File: config.mk
export PLATFORM = sky130hd
export DESIGN_NAME = stepper_cosine_ramp_profiler_core
export DESIGN_NICKNAME = d
export VERILOG_FILES = /design/src/hdl/scrp_pkg.sv /design/src/hdl/stepper_cosine_ramp_profiler_core.sv
export SDC_FILE = /design/constraint.sdc
export NUM_CORES = 1
export LEC_CHECK = 0
export BUFFER_PORTS_ARGS = -buffer_cell sky130_fd_sc_hd__buf_2
export CELL_PAD_IN_SITES_DETAIL_PLACEMENT = 1
export CELL_PAD_IN_SITES_GLOBAL_PLACEMENT = 1
export CORE_ASPECT_RATIO = 0.6
export CORE_MARGIN = 2
export CORE_UTILIZATION = 40
export CTS_BUF_LIST = sky130_fd_sc_hd__clkbuf_2
export DETAILED_ROUTE_END_ITERATION = 12
export PLACE_DENSITY_LB_ADDON = 0.1
export SYNTH_ARGS = -nofsm -noshare
export SYNTH_HDL_FRONTEND = slang
export SYNTH_SLANG_ARGS = --single-unit
File: constraint.sdc
create_clock -name aclk -period 5.8 [get_ports aclk]
set_input_delay 0.29 -clock aclk [delete_from_list [all_inputs] [get_ports aclk]]
set_output_delay 0.29 -clock aclk [all_outputs]
set_load 0.01 [all_outputs]
File: src/hdl/scrp_pkg.sv
// Package for the stepper cosine ramp profiler: widths, reset values, codes
// and the quarter-period cosine table used by the interval multiplier.
// No dependencies.
package scrp_pkg;

    localparam int POS_W          = 10;
    localparam int APB_AW         = 5;
    localparam int APB_DW         = 32;
    localparam int COS_LEN        = 64;
    localparam int COS_W          = $clog2(COS_LEN);
    localparam int RAMP_STEPS_DEF = 64;

    localparam logic [15:0]      MIN_TICKS_RST     = 16'd100;
    localparam logic [15:0]      SPAN_TICKS_RST    = 16'd900;
    localparam logic [15:0]      SCALE_FACTOR_RST  = 16'd256;
    localparam logic [7:0]       SPEED_FACTOR_RST  = 8'd1;
    localparam logic [POS_W-1:0] LOWER_LIMIT_RST   = 10'd0;
    localparam logic [POS_W-1:0] UPPER_LIMIT_RST   = 10'd533;
    localparam logic [POS_W-1:0] HOME_POSITION_RST = 10'd267;

    localparam logic CMD_MOVE = 1'b0;
    localparam logic CMD_TICK = 1'b1;

    typedef enum logic [1:0] {
        ST_OK    = 2'd0,
        ST_RANGE = 2'd1,
        ST_BUSY  = 2'd2
    } status_t;

    typedef enum logic [1:0] {
        PH_CRUISE = 2'd0,
        PH_ACCEL  = 2'd1,
        PH_DECEL  = 2'd2
    } phase_t;

    typedef enum logic [2:0] {
        REG_MIN_TICKS     = 3'd0,
        REG_SPAN_TICKS    = 3'd1,
        REG_SCALE_FACTOR  = 3'd2,
        REG_SPEED_FACTOR  = 3'd3,
        REG_LOWER_LIMIT   = 3'd4,
        REG_UPPER_LIMIT   = 3'd5,
        REG_HOME_POSITION = 3'd6
    } cfg_reg_t;

    function automatic logic [15:0] cos_q16(input logic [COS_W-1:0] k);
        logic [15:0] c;
        case (k)
            6'd0:  c = 16'd65516;
            6'd1:  c = 16'd65457;
            6'd2:  c = 16'd65359;
            6'd3:  c = 16'd65221;
            6'd4:  c = 16'd65044;
            6'd5:  c = 16'd64828;
            6'd6:  c = 16'd64573;
            6'd7:  c = 16'd64278;
            6'd8:  c = 16'd63943;
            6'd9:  c = 16'd63570;
            6'd10: c = 16'd63164;
            6'd11: c = 16'd62711;
            6'd12: c = 16'd62226;
            6'd13: c = 16'd61702;
            6'd14: c = 16'd61145;
            6'd15: c = 16'd60549;
            6'd16: c = 16'd59913;
            6'd17: c = 16'd59245;
            6'd18: c = 16'd58537;
            6'd19: c = 16'd57796;
            6'd20: c = 16'd57023;
            6'd21: c = 16'd56210;
            6'd22: c = 16'd55365;
            6'd23: c = 16'd54493;
            6'd24: c = 16'd53582;
            6'd25: c = 16'd52639;
            6'd26: c = 16'd51662;
            6'd27: c = 16'd50659;
            6'd28: c = 16'd49624;
            6'd29: c = 16'd48556;
            6'd30: c = 16'd47461;
            6'd31: c = 16'd46341;
            6'd32: c = 16'd45187;
            6'd33: c = 16'd44007;
            6'd34: c = 16'd42808;
            6'd35: c = 16'd41576;
            6'd36: c = 16'd40318;
            6'd37: c = 16'd39040;
            6'd38: c = 16'd37736;
            6'd39: c = 16'd36412;
            6'd40: c = 16'd35062;
            6'd41: c = 16'd33692;
            6'd42: c = 16'd32303;
            6'd43: c = 16'd30894;
            6'd44: c = 16'd29465;
            6'd45: c = 16'd28017;
            6'd46: c = 16'd26555;
            6'd47: c = 16'd25081;
            6'd48: c = 16'd23586;
            6'd49: c = 16'd22079;
            6'd50: c = 16'd20559;
            6'd51: c = 16'd19025;
            6'd52: c = 16'd17478;
            6'd53: c = 16'd15925;
            6'd54: c = 16'd14359;
            6'd55: c = 16'd12786;
            6'd56: c = 16'd11207;
            6'd57: c = 16'd9614;
            6'd58: c = 16'd8022;
            6'd59: c = 16'd6423;
            6'd60: c = 16'd4823;
            6'd61: c = 16'd3218;
            6'd62: c = 16'd1606;
            6'd63: c = 16'd0;
            default: c = 16'd0;
        endcase
        return c;
    endfunction

endpackage

File: src/hdl/stepper_cosine_ramp_profiler_core.sv
// Top level of the stepper cosine ramp profiler: APB register bank, move and
// tick control, and a shared bit-serial multiplier for the step interval.
// Depends on scrp_pkg.

// One item is taken at a time. An item that needs no new step interval (a
// refused or busy move, an idle tick, a cruise tick or the last step) goes
// straight to the result state; its result is loaded into the output register
// once that register is free, and the next item can be accepted from then on. An
// accepted move or a ramp tick loads a new interval, which the shift-add
// multiplier builds one multiplier bit per cycle in three passes (scale times
// speed, span times cosine, then the final product) before the result state. A
// new item is accepted while the previous result still waits in the output
// register. There is no clearing pass after reset.
module stepper_cosine_ramp_profiler_core
    import scrp_pkg::*;
#(
    parameter int RAMP_STEPS = RAMP_STEPS_DEF
) (
    input  logic              aclk,
    input  logic              aresetn,

    input  logic              psel,
    input  logic              penable,
    input  logic              pwrite,
    input  logic [APB_AW-1:0] paddr,
    input  logic [APB_DW-1:0] pwdata,
    output logic [APB_DW-1:0] prdata,
    output logic              pready,

    input  logic              s_valid,
    output logic              s_ready,
    input  logic              s_command,
    input  logic [POS_W-1:0]  s_target_position,

    output logic              m_valid,
    input  logic              m_ready,
    output logic              m_step_pulse,
    output logic              m_dir_anticlockwise,
    output logic [15:0]       m_interval,
    output logic [POS_W-1:0]  m_position,
    output logic              m_moving,
    output logic [1:0]        m_ramp_phase,
    output logic [1:0]        m_status
);

    localparam int RAMP_W      = $clog2(2 * RAMP_STEPS + 1);
    localparam int CMP_W       = ((POS_W > RAMP_W) ? POS_W : RAMP_W) + 1;
    localparam logic [CMP_W-1:0] RAMP_C  = CMP_W'(RAMP_STEPS);
    localparam logic [CMP_W-1:0] RAMP2_C = CMP_W'(2 * RAMP_STEPS);

    localparam int MUL_MW      = 33;
    localparam int MUL_HW      = MUL_MW + 1;
    localparam int MUL_QW      = 24;
    localparam int MUL_PW      = MUL_HW + MUL_QW;
    localparam int FACT_STEPS  = 8;
    localparam int PROD_STEPS  = 16;
    localparam int SCALE_STEPS = 24;
    localparam int CNT_W       = $clog2(SCALE_STEPS);

    typedef enum logic [2:0] {
        S_IDLE,
        S_FACT,
        S_PROD,
        S_SCALE,
        S_FIN
    } state_t;

    state_t              state_reg, state_next;

    logic [15:0]         min_ticks_reg, min_ticks_next;
    logic [15:0]         span_ticks_reg, span_ticks_next;
    logic [15:0]         scale_factor_reg, scale_factor_next;
    logic [7:0]          speed_factor_reg, speed_factor_next;
    logic [POS_W-1:0]    lower_limit_reg, lower_limit_next;
    logic [POS_W-1:0]    upper_limit_reg, upper_limit_next;
    logic [POS_W-1:0]    home_position_reg, home_position_next;

    logic [POS_W-1:0]    position_reg, position_next;
    logic                direction_reg, direction_next;
    logic [POS_W-1:0]    steps_done_reg, steps_done_next;
    logic [POS_W-1:0]    steps_total_reg, steps_total_next;
    logic [15:0]         interval_reg, interval_next;
    phase_t              phase_reg, phase_next;

    logic                pulse_reg, pulse_next;
    status_t             status_reg, status_next;
    logic [COS_W-1:0]    k_reg, k_next;

    logic [MUL_MW-1:0]   mul_m_reg, mul_m_next;
    logic [MUL_PW-1:0]   mul_p_reg, mul_p_next;
    logic [MUL_QW-1:0]   fact_reg, fact_next;
    logic [CNT_W-1:0]    cnt_reg, cnt_next;

    logic                m_valid_reg, m_valid_next;
    logic                out_pulse_reg, out_pulse_next;
    logic                out_dir_reg, out_dir_next;
    logic [15:0]         out_interval_reg, out_interval_next;
    logic [POS_W-1:0]    out_position_reg, out_position_next;
    logic                out_moving_reg, out_moving_next;
    logic [1:0]          out_phase_reg, out_phase_next;
    logic [1:0]          out_status_reg, out_status_next;

    logic                accept;
    logic                cfg_write;
    logic [2:0]          cfg_index;
    logic [MUL_HW-1:0]   mul_hi;
    logic [MUL_HW-1:0]   mul_sum;
    logic [MUL_PW-1:0]   mul_step;
    logic [MUL_HW-1:0]   mul_res;

    assign accept    = s_valid && s_ready;
    assign cfg_write = psel && penable && pwrite;
    assign cfg_index = paddr[APB_AW-1:2];
    assign pready    = 1'b1;
    assign s_ready   = (state_reg == S_IDLE);

    assign mul_hi   = mul_p_reg[MUL_PW-1 -: MUL_HW];
    assign mul_sum  = mul_p_reg[0] ? (mul_hi + MUL_HW'(mul_m_reg)) : mul_hi;
    assign mul_step = {1'b0, mul_sum, mul_p_reg[MUL_QW-1:1]};
    assign mul_res  = mul_step[MUL_PW-1 -: MUL_HW];

    always_comb begin
        prdata = '0;
        case (cfg_index)
            REG_MIN_TICKS:     prdata = APB_DW'(min_ticks_reg);
            REG_SPAN_TICKS:    prdata = APB_DW'(span_ticks_reg);
            REG_SCALE_FACTOR:  prdata = APB_DW'(scale_factor_reg);
            REG_SPEED_FACTOR:  prdata = APB_DW'(speed_factor_reg);
            REG_LOWER_LIMIT:   prdata = APB_DW'(lower_limit_reg);
            REG_UPPER_LIMIT:   prdata = APB_DW'(upper_limit_reg);
            REG_HOME_POSITION: prdata = APB_DW'(home_position_reg);
            default:           prdata = '0;
        endcase
    end

    always_comb begin
        logic [POS_W-1:0] sd;
        logic [POS_W-1:0] left;
        logic [POS_W-1:0] k_sel;
        logic             need_mul;

        sd       = steps_done_reg + POS_W'(1);
        left     = steps_total_reg - sd;
        k_sel    = POS_W'(1);
        need_mul = 1'b0;

        state_next         = state_reg;
        min_ticks_next     = min_ticks_reg;
        span_ticks_next    = span_ticks_reg;
        scale_factor_next  = scale_factor_reg;
        speed_factor_next  = speed_factor_reg;
        lower_limit_next   = lower_limit_reg;
        upper_limit_next   = upper_limit_reg;
        home_position_next = home_position_reg;
        position_next      = position_reg;
        direction_next     = direction_reg;
        steps_done_next    = steps_done_reg;
        steps_total_next   = steps_total_reg;
        interval_next      = interval_reg;
        phase_next         = phase_reg;
        pulse_next         = pulse_reg;
        status_next        = status_reg;
        k_next             = k_reg;
        mul_m_next         = mul_m_reg;
        mul_p_next         = mul_p_reg;
        fact_next          = fact_reg;
        cnt_next           = cnt_reg;
        m_valid_next       = m_valid_reg;
        out_pulse_next     = out_pulse_reg;
        out_dir_next       = out_dir_reg;
        out_interval_next  = out_interval_reg;
        out_position_next  = out_position_reg;
        out_moving_next    = out_moving_reg;
        out_phase_next     = out_phase_reg;
        out_status_next    = out_status_reg;

        if (cfg_write) begin
            case (cfg_index)
                REG_MIN_TICKS:     min_ticks_next    = pwdata[15:0];
                REG_SPAN_TICKS:    span_ticks_next   = pwdata[15:0];
                REG_SCALE_FACTOR:  scale_factor_next = pwdata[15:0];
                REG_SPEED_FACTOR:  speed_factor_next = pwdata[7:0];
                REG_LOWER_LIMIT:   lower_limit_next  = pwdata[POS_W-1:0];
                REG_UPPER_LIMIT:   upper_limit_next  = pwdata[POS_W-1:0];
                REG_HOME_POSITION: begin
                    home_position_next = pwdata[POS_W-1:0];
                    if (steps_total_reg == '0) begin
                        position_next = pwdata[POS_W-1:0];
                    end
                end
                default: ;
            endcase
        end

        if (m_valid_reg && m_ready) begin
            m_valid_next = 1'b0;
        end

        case (state_reg)
            S_IDLE: begin
                if (accept) begin
                    pulse_next  = 1'b0;
                    status_next = ST_OK;
                    if (s_command == CMD_MOVE) begin
                        if (steps_total_reg != '0) begin
                            status_next = ST_BUSY;
                        end else begin
                            if (position_reg > s_target_position) begin
                                direction_next = 1'b0;
                            end else if (position_reg < s_target_position) begin
                                direction_next = 1'b1;
                            end
                            if (s_target_position > upper_limit_reg ||
                                s_target_position < lower_limit_reg) begin
                                status_next = ST_RANGE;
                            end else begin
                                steps_total_next = (position_reg > s_target_position) ?
                                    position_reg - s_target_position :
                                    s_target_position - position_reg;
                                steps_done_next  = '0;
                                phase_next       = PH_CRUISE;
                                k_sel            = POS_W'(1);
                                need_mul         = 1'b1;
                            end
                        end
                    end else if (steps_total_reg != '0) begin
                        pulse_next      = 1'b1;
                        steps_done_next = sd;
                        position_next   = direction_reg ? position_reg + POS_W'(1) :
                                                          position_reg - POS_W'(1);
                        if (sd == steps_total_reg) begin
                            steps_done_next  = '0;
                            steps_total_next = '0;
                            phase_next       = PH_CRUISE;
                        end else if (CMP_W'(sd) <= RAMP_C || CMP_W'(left) <= RAMP_C) begin
                            if (CMP_W'(steps_total_reg) > RAMP2_C) begin
                                if (CMP_W'(sd) < RAMP_C) begin
                                    k_sel      = sd;
                                    phase_next = PH_ACCEL;
                                    need_mul   = 1'b1;
                                end else if (CMP_W'(left) < RAMP_C) begin
                                    k_sel      = left;
                                    phase_next = PH_DECEL;
                                    need_mul   = 1'b1;
                                end else begin
                                    phase_next = PH_CRUISE;
                                end
                            end else if (sd < (steps_total_reg >> 1)) begin
                                k_sel      = sd;
                                phase_next = PH_ACCEL;
                                need_mul   = 1'b1;
                            end else begin
                                k_sel      = left;
                                phase_next = PH_DECEL;
                                need_mul   = 1'b1;
                            end
                        end else begin
                            phase_next = PH_CRUISE;
                        end
                    end
                    k_next     = (k_sel > POS_W'(COS_LEN - 1)) ? COS_W'(COS_LEN - 1) :
                                                                 k_sel[COS_W-1:0];
                    mul_m_next = MUL_MW'(scale_factor_reg);
                    mul_p_next = MUL_PW'(speed_factor_reg);
                    cnt_next   = CNT_W'(FACT_STEPS - 1);
                    state_next = need_mul ? S_FACT : S_FIN;
                end
            end
            S_FACT: begin
                mul_p_next = mul_step;
                cnt_next   = cnt_reg - CNT_W'(1);
                if (cnt_reg == '0) begin
                    fact_next  = mul_step[SCALE_STEPS-FACT_STEPS +: MUL_QW];
                    mul_m_next = MUL_MW'(span_ticks_reg);
                    mul_p_next = MUL_PW'(cos_q16(k_reg));
                    cnt_next   = CNT_W'(PROD_STEPS - 1);
                    state_next = S_PROD;
                end
            end
            S_PROD: begin
                mul_p_next = mul_step;
                cnt_next   = cnt_reg - CNT_W'(1);
                if (cnt_reg == '0) begin
                    mul_m_next = {1'b0, min_ticks_reg, 16'd0} +
                                 {1'b0, mul_step[SCALE_STEPS-PROD_STEPS +: 32]};
                    mul_p_next = MUL_PW'(fact_reg);
                    cnt_next   = CNT_W'(SCALE_STEPS - 1);
                    state_next = S_SCALE;
                end
            end
            S_SCALE: begin
                mul_p_next = mul_step;
                cnt_next   = cnt_reg - CNT_W'(1);
                if (cnt_reg == '0) begin
                    interval_next = (|mul_res[MUL_HW-1:16]) ? 16'hFFFF : mul_res[15:0];
                    state_next    = S_FIN;
                end
            end
            S_FIN: begin
                if (!m_valid_reg || m_ready) begin
                    m_valid_next      = 1'b1;
                    out_pulse_next    = pulse_reg;
                    out_dir_next      = direction_reg;
                    out_interval_next = interval_reg;
                    out_position_next = position_reg;
                    out_moving_next   = (steps_total_reg != '0);
                    out_phase_next    = phase_reg;
                    out_status_next   = status_reg;
                    state_next        = S_IDLE;
                end
            end
            default: begin
                state_next = S_IDLE;
            end
        endcase
    end

    always_ff @(posedge aclk) begin
        k_reg            <= k_next;
        mul_m_reg        <= mul_m_next;
        mul_p_reg        <= mul_p_next;
        fact_reg         <= fact_next;
        cnt_reg          <= cnt_next;
        pulse_reg        <= pulse_next;
        status_reg       <= status_next;
        out_pulse_reg    <= out_pulse_next;
        out_dir_reg      <= out_dir_next;
        out_interval_reg <= out_interval_next;
        out_position_reg <= out_position_next;
        out_moving_reg   <= out_moving_next;
        out_phase_reg    <= out_phase_next;
        out_status_reg   <= out_status_next;
        if (!aresetn) begin
            state_reg         <= S_IDLE;
            m_valid_reg       <= 1'b0;
            min_ticks_reg     <= MIN_TICKS_RST;
            span_ticks_reg    <= SPAN_TICKS_RST;
            scale_factor_reg  <= SCALE_FACTOR_RST;
            speed_factor_reg  <= SPEED_FACTOR_RST;
            lower_limit_reg   <= LOWER_LIMIT_RST;
            upper_limit_reg   <= UPPER_LIMIT_RST;
            home_position_reg <= HOME_POSITION_RST;
            position_reg      <= HOME_POSITION_RST;
            direction_reg     <= 1'b0;
            steps_done_reg    <= '0;
            steps_total_reg   <= '0;
            interval_reg      <= '0;
            phase_reg         <= PH_CRUISE;
        end else begin
            state_reg         <= state_next;
            m_valid_reg       <= m_valid_next;
            min_ticks_reg     <= min_ticks_next;
            span_ticks_reg    <= span_ticks_next;
            scale_factor_reg  <= scale_factor_next;
            speed_factor_reg  <= speed_factor_next;
            lower_limit_reg   <= lower_limit_next;
            upper_limit_reg   <= upper_limit_next;
            home_position_reg <= home_position_next;
            position_reg      <= position_next;
            direction_reg     <= direction_next;
            steps_done_reg    <= steps_done_next;
            steps_total_reg   <= steps_total_next;
            interval_reg      <= interval_next;
            phase_reg         <= phase_next;
        end
    end

    assign m_valid             = m_valid_reg;
    assign m_step_pulse        = out_pulse_reg;
    assign m_dir_anticlockwise = out_dir_reg;
    assign m_interval          = out_interval_reg;
    assign m_position          = out_position_reg;
    assign m_moving            = out_moving_reg;
    assign m_ramp_phase        = out_phase_reg;
    assign m_status            = out_status_reg;

    a_done_below_total: assert property (@(posedge aclk) disable iff (!aresetn)
        (steps_total_reg != '0) |-> (steps_done_reg < steps_total_reg))
        else $error("Steps done has reached the step total during a move.");

    a_idle_count_clear: assert property (@(posedge aclk) disable iff (!aresetn)
        (steps_total_reg == '0) |-> (steps_done_reg == '0))
        else $error("Step count is not clear while the axis is idle.");

    a_tick_moves_axis: assert property (@(posedge aclk) disable iff (!aresetn)
        (accept && s_command == CMD_TICK && steps_total_reg != '0)
        |=> (position_reg != $past(position_reg)))
        else $error("A step tick during a move left the position unchanged.");

    a_busy_move_holds: assert property (@(posedge aclk) disable iff (!aresetn)
        (accept && s_command == CMD_MOVE && steps_total_reg != '0)
        |=> (steps_total_reg == $past(steps_total_reg) &&
             position_reg == $past(position_reg)))
        else $error("A refused move during a move altered the axis state.");

endmodule
# --- Word-level counts from Yosys, hierarchy flattened ---
# Memory sizes are Yosys's and may differ from the RTL's. A register that Yosys moved wholly into a read port is not among the register bits.
# Index checks and enable logic that the tools add are counted.
word_totals:
  rom_bits: 1024
  n_memories: 1
  output_inout_bits: 68
  regBits: 301
  ramBits: 0
  elab_cells: 190
  latch_bits: 0
classes:
  n_bitwise: 2
  mul: 0
  n_lt_le_gt_ge: 11
  n_shift: 0
  reduce_logical: 35
  div_mod_pow: 0
  mux: 82
  add_sub_neg: 9
  n_eq_ne: 20
mem_list:
  columns: ["memory", "depth", "word_bits", "rd", "rd_ports_with_merged_regs", "wr", "line_no", "rtl"]
  rows:
  - ["(no name shown)", 64, 16, 1, 1, 0, "scrp_pkg.sv:48", "case (k)"]
ops:
  columns: ["op", "count"]
  rows:
  - ["$mux W10", 29]
  - ["$pmux W58 S4", 1]
  - ["$mux W57", 2]
  - ["$pmux W16 S7", 1]
  - ["$mux W33", 3]
  - ["$pmux W33 S3", 1]
  - ["$mux W58", 1]
  - ["$add A34 B33 Y34", 1]
  - ["$mux W34", 1]
  - ["$add A32 B32 Y33", 1]
  - ["$sub A10 B10 Y10", 3]
  - ["$reduce_and A2 Y1", 12]
  - ["$mux W2", 11]
  - ["$add A10 B1 Y10 const B", 2]
  - ["$gt A10 B10 Y1", 2]
  - ["$le A10 B7 Y1 const B", 2]
  - ["$lt A10 B10 Y1", 2]
  - ["$lt A10 B7 Y1 const B", 2]
  - ["$pmux W5 S4", 1]
  - ["$mux W1", 18]
  - ["$mux W3", 6]
  - ["$reduce_or A17 Y1", 1]
  - ["$mux W16", 1]
  - ["$mux W5", 3]
  - ["28 further kinds", 52]

# --- Depth between registers and ports, before layout ---
# Gate-level depths: netlist of run 1.
logic_depth:
  ltp_word: 15
  ltp_mapped: 23
  ltp_nobuf: 20

# --- Least setup slack after synthesis of run 1 ---
# Ideal clock, no wire load.
synth_path:
  path_type: "reg2reg"
  start: "register steps_done_reg[0]"
  end: "register with a tool-made name"
  path_buffers: 3
  path_slack_ns: 0.511
  stages_incl_launch_ff: 22
  arrival_ns: 5.154
  path_cell_list: "dfxtp_1 -> ha_1 -> buf_2 -> xor2_1 -> inv_1 -> ha_1 -> nand2_1 -> o21ai_0 -> a31oi_1 -> a211oi_2 -> a2111oi_2 -> nor3_1 -> or2_2 -> o31ai_1 -> o31ai_4 -> clkbuf_1 -> ha_1 -> clkbuf_1 -> nand2_1 -> o22ai_1 -> o21a_1 -> or4_1"
synth_lines:
  columns: ["element", "line_no", "rtl"]
  rows:
  - ["start: declaration", "stepper_cosine_ramp_profiler_core.sv:80", "logic [POS_W-1:0] steps_done_reg, steps_done_next;"]
  - ["start signal: assignment", "stepper_cosine_ramp_profiler_core.sv:361", "steps_done_reg <= steps_done_next;"]

==> flow_summary_export.csv, run 1 <==
group,metric,value,unit
outcome,outcome,"complete, no violations",
clocking,postCtsSetupBuffers,0,
timing,timing.hold.ws,100,ps
floorplanning,dieArea,50800,µm²
synthesis,synthTopCellsByArea,"edfxtp_1 (25%), dfxtp_1 (16%), ha_1 (7.8%)",
critical_path,worst_setup_path_start_kind,"flop",
timing,hold_viol,0,
floorplanning,die_x,290,µm
critical_path,ff2ff_setup_slack,360,ps
synthesis,syn_inst,2191,
flow_run,drv_cap,0,
synthesis,synth_seq_cells,316,
critical_path,cp-startpoint,"steps_done_reg[0]",
synthesis,yosys.area.top_type,"edfxtp_1",
finish,largest_reg_flops,57,
clocking,tritoncts,"built",
synthesis,yosysSeqAreaShare,0.405,
global_route,grt_max_degree,60,
critical_path,slowest_stage,"or4_1",
floorplanning,io_pins,123,
timing,finClkSkew,102,ps
power,power.leakage,8.95,nW
timing,period_minus_slack,5440,ps
synthesis,syn_area_per_cell,8.94,µm²
critical_path,critical_path.cell_chain,"buf_4 > and3_1 > and2_1 > xnor2_2 > inv_1 > ha_1 > a2111oi_0 > o31ai_1 > o211ai_1 > a21boi_1 > o21a_1 > nand2_1 > o31ai_1 > buf_4 > o31ai_4 > ha_1 > inv_1 > nand2_1 > o22ai_1 > o21a_1 > or4_1",
drt,drc,0,
timing,fin_setup_tns,0,ps
critical_path,rr_startpoint,"steps_done_reg[0]",
clocking,clkTransAtPathRegs,110,ps
critical_path,cp-end-kind,"flop",
critical_path,ff2ff_path_depth,21,
global_route,grt_pass1_vias,17631,
drt,vias,17814,
timing,fin_ws,357,ps
critical_path,crit_arrival,6320,ps
placed_design,post-place-ws,330,ps
synthesis,synth.most_common_cell,"nand2_1",
timing,final_max_slew_viol_count,0,
clocking,clk_path_buf_depth,3,
critical_path,worstSetupPathType,"reg -> reg",
drt,drt-total-wl,72700,µm
finish,layout.cells.non_filler,3036,
timing,setup_violations,0,
placed_design,dp.cells,2851,
timing,fin_crit_sh,0.938,
clocking,cts.root.buffer_cell,"clkbuf_2",
power,p_total,7.85,mW
floorplanning,core,48100,µm²
drt,drtIter0Drc,1799,
synthesis,synth_warnings,0,
synthesis,synthDominantCellAreaShare,0.247,
floorplanning,initial_core_util,0.407,
finish,drive_gt1_frac,0.151,
global_route,track_usage,0.285,
placed_design,placed_area,20800,µm²
synthesis,synth.distinct_cells,96,
timing,fmax,184,MHz
power,power_density,357,nW/µm²
clocking,insertion_delay,1060,ps
global_route,grt_pass1_wl,110000,µm
floorplanning,num_rows,62,
synthesis,synth-main-ff-cell,"edfxtp_1",
drt,wl_per_cell,23.9,µm
critical_path,crit_required,6670,ps
clocking,htreeDepth,3,
worst_hold_path,hold_path.class,"in -> reg",
finish,postLayoutCellArea,22000,µm²
finish,utilization,0.457,
finish,syn2layout_area_growth,12.2,%
global_route,grt_overflow,0,
placed_design,hpwlAfterDp,53100,µm
drt,ant_nets,0,
power,vdd_ir_drop_max,0.134,mV
timing,tightest_slew,1210,ps
synthesis,ys_top_cells_by_count,"nand2_1 (309), a21oi_1 (196), nor2_1 (173)",
drt,via_per_inst,5.87,
placed_design,portBuffers,87,
finish,final_nets,2514,
critical_path,critical_path.max_stage_delay,490,ps
synthesis,async_flop_share,0,
placed_design,gp_congestion,0.897,
timing,max_slew_margin,0.191,
synthesis,synth_edf_count,161,
critical_path,crit_path_max_fanout,7,
drt,drt_pass1_iterations,6,
global_route,antenna_found_initial,4,
floorplanning,die_h,175,µm
clocking,cts_sinks,316,
synthesis,syn_area,19600,µm²
clocking,numCtsBuffers,80,
area by class of cell:
class	instances	area [µm²]
Inverter	118	444
Clock inverter	28	166
Fill cell	5682	26100
Antenna cell	1	2.50
Multi-Input combinational cell	1626	10700
Tap cell	640	801
Timing Repair Buffer	189	1330
Sequential cell	316	7940
Clock buffer	118	591
worst max-delay path: cells and delay by family (launching register included):
family                     cells  cell delay [ps]
AOI/OAI and AO/OA              9             2160
xor gates and xnor gates       1              170
adders and majority gates      2              660
buffers and inverters          4              630
DFF                            1              350
and+or+nand+nor                5             1320
per-layer routing:
layer,wire (µm),vias up,GRT usage
li1,-,8224,-
met1,37700,8828,0.463
met2,27400,655,0.370
met3,6380,105,0.0694
met4,1140,2,0.0588
met5,9,-,0
cells in the final DEF, fill, tap and decap left out, types with 61 or more instances in the layout:
master / count
clkbuf_2: 118
edfxtp_1: 161
nand2_1: 309
buf_2: 87
inv_1: 114
buf_4: 61
dfxtp_1: 155
o21ai_0: 99
nor2_1: 170
a21oi_1: 194
ha_1: 119
worst min-delay path by stage:
stage,start,endpoint,slack (ps),cells after the start
global placement,status_reg[1],m_status[1],400,0
CTS,pwdata[0],min_ticks_reg[0],3,4
detailed placement,status_reg[1],m_status[1],410,0
floorplan,status_reg[0],m_status[0],400,0
finish,pwdata[12],min_ticks_reg[12],100,4
global route,pwdata[8],span_ticks_reg[8],20,4
where the power goes:
group | switching, mW | internal (mW) | leakage (nW)
Sequential | 0.217 | 2.68 | 2.81
Combinational | 2.12 | 1.19 | 5.57
Clock | 1.07 | 0.580 | 0.571
repair_timing:
action,4_1_cts,5_1_grt
endpoints found under the setup margin,0,10
endpoints found under the hold margin,155,0
hold buffers,38,0
resized for setup,0,5
kinds of logic (layout without fill, tap and decap cells):
group / after synthesis / in the layout / share of synthesized area
compound gates: 592 / 592 / 0.202
other cells: 2 / 18 / 0.000383
buf+inv: 264 / 453 / 0.0561
xor+xnor: 69 / 69 / 0.0354
mux: 77 / 77 / 0.0430
flops: 316 / 316 / 0.405
simple gates: 741 / 741 / 0.173
fa+ha+maj: 130 / 130 / 0.0851
Note: power is estimated with default switching activity, not from simulation.
==> inputs of run 2 (changes only) <==
CTS_BUF_LIST = default   (was sky130_fd_sc_hd__clkbuf_2)
GPL_ROUTABILITY_DRIVEN = 0   (was default)
==> run 2 against run 1 <==
  * Setup slack lost 47 ps
  * Global-route usage shrank 0.34 points
  * Cell area about the same
  * Fmax down 0.86%
  * Power is 8.1% higher
  * Clock power is 36% higher
  * Largest power group unchanged
  * First-iteration DRC count decreased by 15%
  * Highest routed layer is now met4
  * Die area did not move
  * Hold slack worse by 31 ps
  * Sequential power is essentially flat
==> flow_summary_export.csv, run 2 (synthesis results as in run 1) <==
group,metric,value,unit
drt,vias,17454,
clocking,cts_sinks,316,
global_route,grt_max_degree,48,
finish,final_cell_mix,"nand2_1 (309), a21oi_1 (194), nor2_1 (171)",
critical_path,crit_path_max_fanout,26,
global_route,grt_overflow,0,
timing,fin_setup_tns,0,ps
finish,largest_reg_flops,57,
drt,drt-total-wl,71700,µm
finish,syn2layout_area_growth,12.3,%
timing,final_max_slew_viol_count,0,
finish,drive_gt1_frac,0.122,
clocking,htreeDepth,2,
finish,final_common_cell,"nand2_1",
floorplanning,core,48100,µm²
power,power_density,386,nW/µm²
timing,rsz0062_at_grt,"no",
power,vdd_ir_drop_max,0.184,mV
clocking,numCtsBuffers,34,
critical_path,critical_path.cell_chain,"ha_2 > xor2_1 > inv_1 > ha_1 > nand2_1 > o21ai_0 > a31oi_1 > a211oi_2 > a2111oi_4 > o21a_1 > o41a_1 > or2_1 > o31ai_4 > buf_12 > buf_4 > nand2_1 > a311oi_1 > nor3_1 > nor3_1",
drt,drc,0,
critical_path,worstSetupPathType,"reg -> reg",
drt,ant_nets,0,
drt,drtIter0Drc,1529,
critical_path,crit_family,"compound AO/OA/AOI/OAI gates",
critical_path,cp-end-kind,"flop",
clocking,tritoncts,"built",
drt,drt_pass1_iterations,6,
global_route,grt_pass1_wl,109000,µm
floorplanning,die_h,175,µm
placed_design,hpwlAfterDp,52900,µm
drt,via_per_inst,6.00,
floorplanning,io_pins,123,
timing,fmax,182,MHz
critical_path,cp-startpoint,"steps_done_reg[1]",
clocking,cts.root.buffer_cell,"clkbuf_16",
floorplanning,num_rows,62,
critical_path,slowest_stage,"o41a_1",
finish,final_nets,2428,
finish,utilization,0.457,
global_route,grt_pass1_vias,17187,
timing,fin_crit_sh,0.947,
critical_path,critical_path.max_stage_delay,520,ps
critical_path,worst_setup_path_start_kind,"flop",
drt,wl_per_cell,24.6,µm
timing,hold_viol,0,
timing,max_slew_margin,0.193,
flow_run,drv_cap,0,
global_route,antenna_found_initial,1,
worst_hold_path,hp-start,"pwdata[9]",
outcome,outcome,"complete, no violations",
critical_path,crit_required,6200,ps
critical_path,path_buf_inv,3,
floorplanning,dieArea,50800,µm²
placed_design,portBuffers,87,
worst_hold_path,hold_path.class,"in -> reg",
floorplanning,initial_core_util,0.407,
critical_path,rr_startpoint,"steps_done_reg[1]",
timing,timing.hold.ws,69.2,ps
clocking,clk_path_buf_depth,3,
timing,setup_violations,0,
clocking,insertion_delay,560,ps
finish,num_antenna_cells,0,
timing,tightest_slew,1210,ps
timing,period_minus_slack,5490,ps
clocking,clkTransAtPathRegs,70,ps
global_route,track_usage,0.282,
floorplanning,die_x,290,µm
critical_path,crit_arrival,5890,ps
power,power.leakage,8.78,nW
timing,finClkSkew,24.8,ps
==> run 2: report_power, final <==
part	internal (mW)	total [mW]	switching, mW
Sequential	2.68	2.89	0.210
Clock	1.23	2.25	1.02
Combinational	1.18	3.34	2.16
==> run 2: layout make-up <==
cell class	count	area [µm²]
Clock buffer	51	1020
Timing Repair Buffer	149	966
Sequential cell	316	7940
Clock inverter	11	104
Inverter	118	444
Fill cell	5598	26100
Tap cell	640	801
Multi-Input combinational cell	1626	10700
==> run 2: per-stage QoR <==
| stage | worst slack (ps) | power (mW) | instance area, µm² | std cells |
|---|---|---|---|---|
| 2_1_floorplan | 511 | 4.98 | 19600 | 2206 |
| 3_3_place_gp | 464 | 6.03 | 20800 | 2842 |
| 4_1_cts | 254 | 8.41 | 21900 | 2910 |
| 6_report | 310 | 8.48 | 22000 | 2911 |
| 5_1_grt | 69.7 | 8.90 | 22000 | 2911 |
| 3_5_place_dp | 316 | 6.14 | 20800 | 2842 |
==> run 2: worst paths after layout <==
kind / slack, ps / to / cells past startpoint
max: 310 / flop / 19
min reg2reg: 420 / m_status[1] / 0
max reg2reg: 310 / flop / 19
min: 70 / scale_factor_reg[9] / 3
==> run 2: layer usage <==
layer	global-route usage	share of wire	up-vias
met5	0	0	-
met2	0.375	0.38	585
met4	0.0353	0.0097	0
met1	0.461	0.52	8803
li1	-	-	8005
met3	0.0638	0.088	61
==> run 2: what timing repair did <==
action	4_1_cts	5_1_grt
endpoints found under the setup margin	0	13
resized for setup	0	8
buffers inserted	0	1
endpoints found under the hold margin	16	0
hold buffers	6	0
==> run 2: worst reg2reg max path, stage by stage, from the launching register on <==
cell and delay (ps):
dfxtp_1 380, ha_2 300, xor2_1 200, inv_1 130, ha_1 380, nand2_1 70
o21ai_0 320, a31oi_1 190, a211oi_2 430, a2111oi_4 110, o21a_1 280, o41a_1 520
or2_1 330, o31ai_4 260, buf_12 220, buf_4 280, nand2_1 120, a311oi_1 300
nor3_1 90, nor3_1 420
==> inputs of run 3 (changes only) <==
ABC_AREA = 1   (was default)
CORE_UTILIZATION = 46   (was 40)
==> run 3 against run 2 <==
  * Non-clock buffer count shrank 29
  * Setup slack better by 160 ps
  * Fmax is 2.9% higher
  * Critical path type unchanged
==> flow_summary_export.csv, run 3 <==
group,metric,value,unit
finish,multi_input_area,9860,µm²
synthesis,synth_seq_cells,316,
global_route,grt_pass1_vias,18105,
drt,ant_nets,0,
drt,drtIter0Drc,2128,
clocking,cts_sinks,316,
worst_hold_path,hold_path.class,"in -> reg",
worst_hold_path,hold_depth,3,
finish,final_nets,2817,
global_route,grt_max_degree,90,
power,intPower,6.54,mW
synthesis,synth.most_common_cell,"nand2_1",
global_route,antenna_found_initial,5,
drt,drt_pass1_iterations,5,
finish,final_cell_mix,"nand2_1 (576), inv_1 (327), nor2_1 (278)",
timing,finClkSkew,22.1,ps
power,combPwrFrac,0.569,
synthesis,synth_edf_count,161,
finish,n_fill_cell,5260,
global_route,grt_overflow,0,
critical_path,crit_required,6300,ps
clocking,numCtsBuffers,31,
power,power.switching,6.71,mW
critical_path,critical_path.max_stage_delay,440,ps
finish,drive_gt1_frac,0.0925,
worst_hold_path,whs_endpoint,"scale_factor_reg[8]",
floorplanning,initial_core_util,0.465,
power,swShare,0.507,
drt,via_per_inst,5.72,
synthesis,synth-main-ff-cell,"edfxtp_1",
power,power.leakage,9.68,nW
power,seqPwrFrac,0.264,
synthesis,syn_area_per_cell,7.59,µm²
synthesis,yosys.area.top_type,"edfxtp_1",
timing,fin_crit_sh,0.920,
global_route,track_usage,0.310,
critical_path,worst_setup_path_start_kind,"flop",
synthesis,ys_top_cells_by_count,"nand2_1 (577), inv_1 (327), nor2_1 (283)",
worst_hold_path,hp-start,"pwdata[8]",
finish,postLayoutCellArea,21600,µm²
synthesis,synth_warnings,0,
floorplanning,die_h,163,µm
flow_run,drv_cap,0,
floorplanning,dieArea,43900,µm²
timing,tightest_slew,1170,ps
clocking,tritoncts,"built",
clocking,clk_path_buf_depth,3,
synthesis,syn_area,19400,µm²
drt,wl_per_cell,21.5,µm
drt,vias,18469,
placed_design,hpwlAfterDp,52500,µm
drt,drc,0,
power,vdd_ir_drop_max,0.360,mV
power,p_clk_frac,0.167,
timing,rsz0062_at_grt,"no",
timing,fmax,187,MHz
synthesis,syn_inst,2561,
placed_design,portBuffers,87,
timing,hold_viol,0,
finish,seqCellArea,7940,µm²
synthesis,synthTopCellsByArea,"edfxtp_1 (25%), dfxtp_1 (16%), nand2_1 (11%)",
critical_path,rr_startpoint,"steps_done_reg[0]",
placed_design,dp.cells,3165,
timing,setup_violations,0,
timing,fin_setup_tns,0,ps
finish,largest_reg_flops,57,
clocking,htreeDepth,1,
placed_design,placed_area,20400,µm²
clocking,clkTransAtPathRegs,70,ps
timing,period_minus_slack,5330,ps
synthesis,async_flop_share,0,
critical_path,crit_arrival,5830,ps
critical_path,crit_path_max_fanout,12,
clocking,insertion_delay,610,ps
finish,layout.cells.non_filler,3230,
outcome,outcome,"complete, no violations",
critical_path,cp-startpoint,"steps_done_reg[0]",
clocking,postCtsSetupBuffers,0,
synthesis,yosysSeqAreaShare,0.409,
floorplanning,core,41800,µm²
finish,syn2layout_area_growth,11.1,%
synthesis,synthDominantCellAreaShare,0.249,
critical_path,worstSetupPathType,"reg -> reg",
floorplanning,die_x,269,µm
power,power_density,614,nW/µm²
floorplanning,io_pins,123,
drt,drt-total-wl,69500,µm
floorplanning,num_rows,58,
critical_path,cp-end-kind,"flop",
global_route,grt_pass1_wl,106000,µm
finish,final_common_cell,"nand2_1",
clocking,cts.root.buffer_cell,"clkbuf_16",
timing,final_max_slew_viol_count,0,
critical_path,slowest_stage,"dfxtp_1",
critical_path,ff2ff_setup_slack,470,ps
critical_path,cpMostUsedCell,"nand2_1",
timing,max_slew_margin,0.214,
critical_path,ff2ff_path_depth,29,
synthesis,synth.distinct_cells,56,
run 3: how the worst max path moves through the flow:
stage,end,depth (start not counted)
final,flop,29
after global routing,flop,33
after CTS,flop,33
after detailed placement,flop,33
after global placement,flop,33
after floorplan,flop,32
run 3: power groups by stage:
stage	combinational (mW)	sequential [mW]	clock [mW]
6_report	7.54	3.50	2.21
5_1_grt	8.26	3.55	2.31
4_1_cts	7.32	3.50	2.23
3_5_place_dp	7.26	3.54	0
3_3_place_gp	6.97	3.52	0
2_1_floorplan	4.87	3.47	0
run 3: per-layer routing:
metal,global-route usage,vias up,part of all wire
met5,0,-,0.00033
met3,0.0698,81,0.11
li1,-,8657,-
met1,0.480,9000,0.48
met4,0.0497,4,0.015
met2,0.443,727,0.40
run 3: cells by family (layout without fill, tap and decap cells):
kind of cell / Yosys count / count (layout) / synth area share
flops: 316 / 316 / 0.409
buf+inv: 434 / 517 / 0.0898
xor+xnor: 39 / 39 / 0.0176
fa+ha+maj: 128 / 128 / 0.0848
other cells: 2 / 18 / 0.000387
compound gates: 526 / 526 / 0.156
simple gates: 1115 / 1115 / 0.242
mux: 1 / 1 / 0.000515
run 3: critical path, delay by kind of cell, from the launching register on:
kind	cells	cell delay (ps)
AND/OR/NAND/NOR	20	2850
flip-flops	1	440
buffers and inverters	4	330
adder cells (fa/ha/maj)	3	1020
AO/OA/AOI/OAI	2	590
run 3: per-stage QoR:
stage | util | worst slack, ps | power (mW) | hold slack, ps
2_1_floorplan | - | 1780 | 8.34 | 400
4_1_cts | 0.516 | 429 | 13.0 | 15.3
5_1_grt | 0.516 | 12.4 | 14.1 | 48.6
6_report | 0.516 | 467 | 13.2 | 32.6
3_5_place_dp | 0.489 | 465 | 10.8 | 418
3_3_place_gp | 0.489 | 738 | 10.5 | 406
run 3: cell type report:
| cell class | instances | share of cell area |
|---|---|---|
| inverter | 339 | 0.0590 |
| sequential | 316 | 0.368 |
| multi-input combinational | 1826 | 0.457 |
| clock inverter | 23 | 0.0123 |
| tap | 570 | 0.0331 |
| clock buffer | 35 | 0.0380 |
| antenna | 1 | 0.000116 |
| timing repair buffer | 120 | 0.0324 |
run 3: what timing repair did:
item	in CTS	in global routing
hold endpoints to repair	9	0
gates resized for setup	0	1
setup endpoints to repair	0	4
hold buffers	6	0
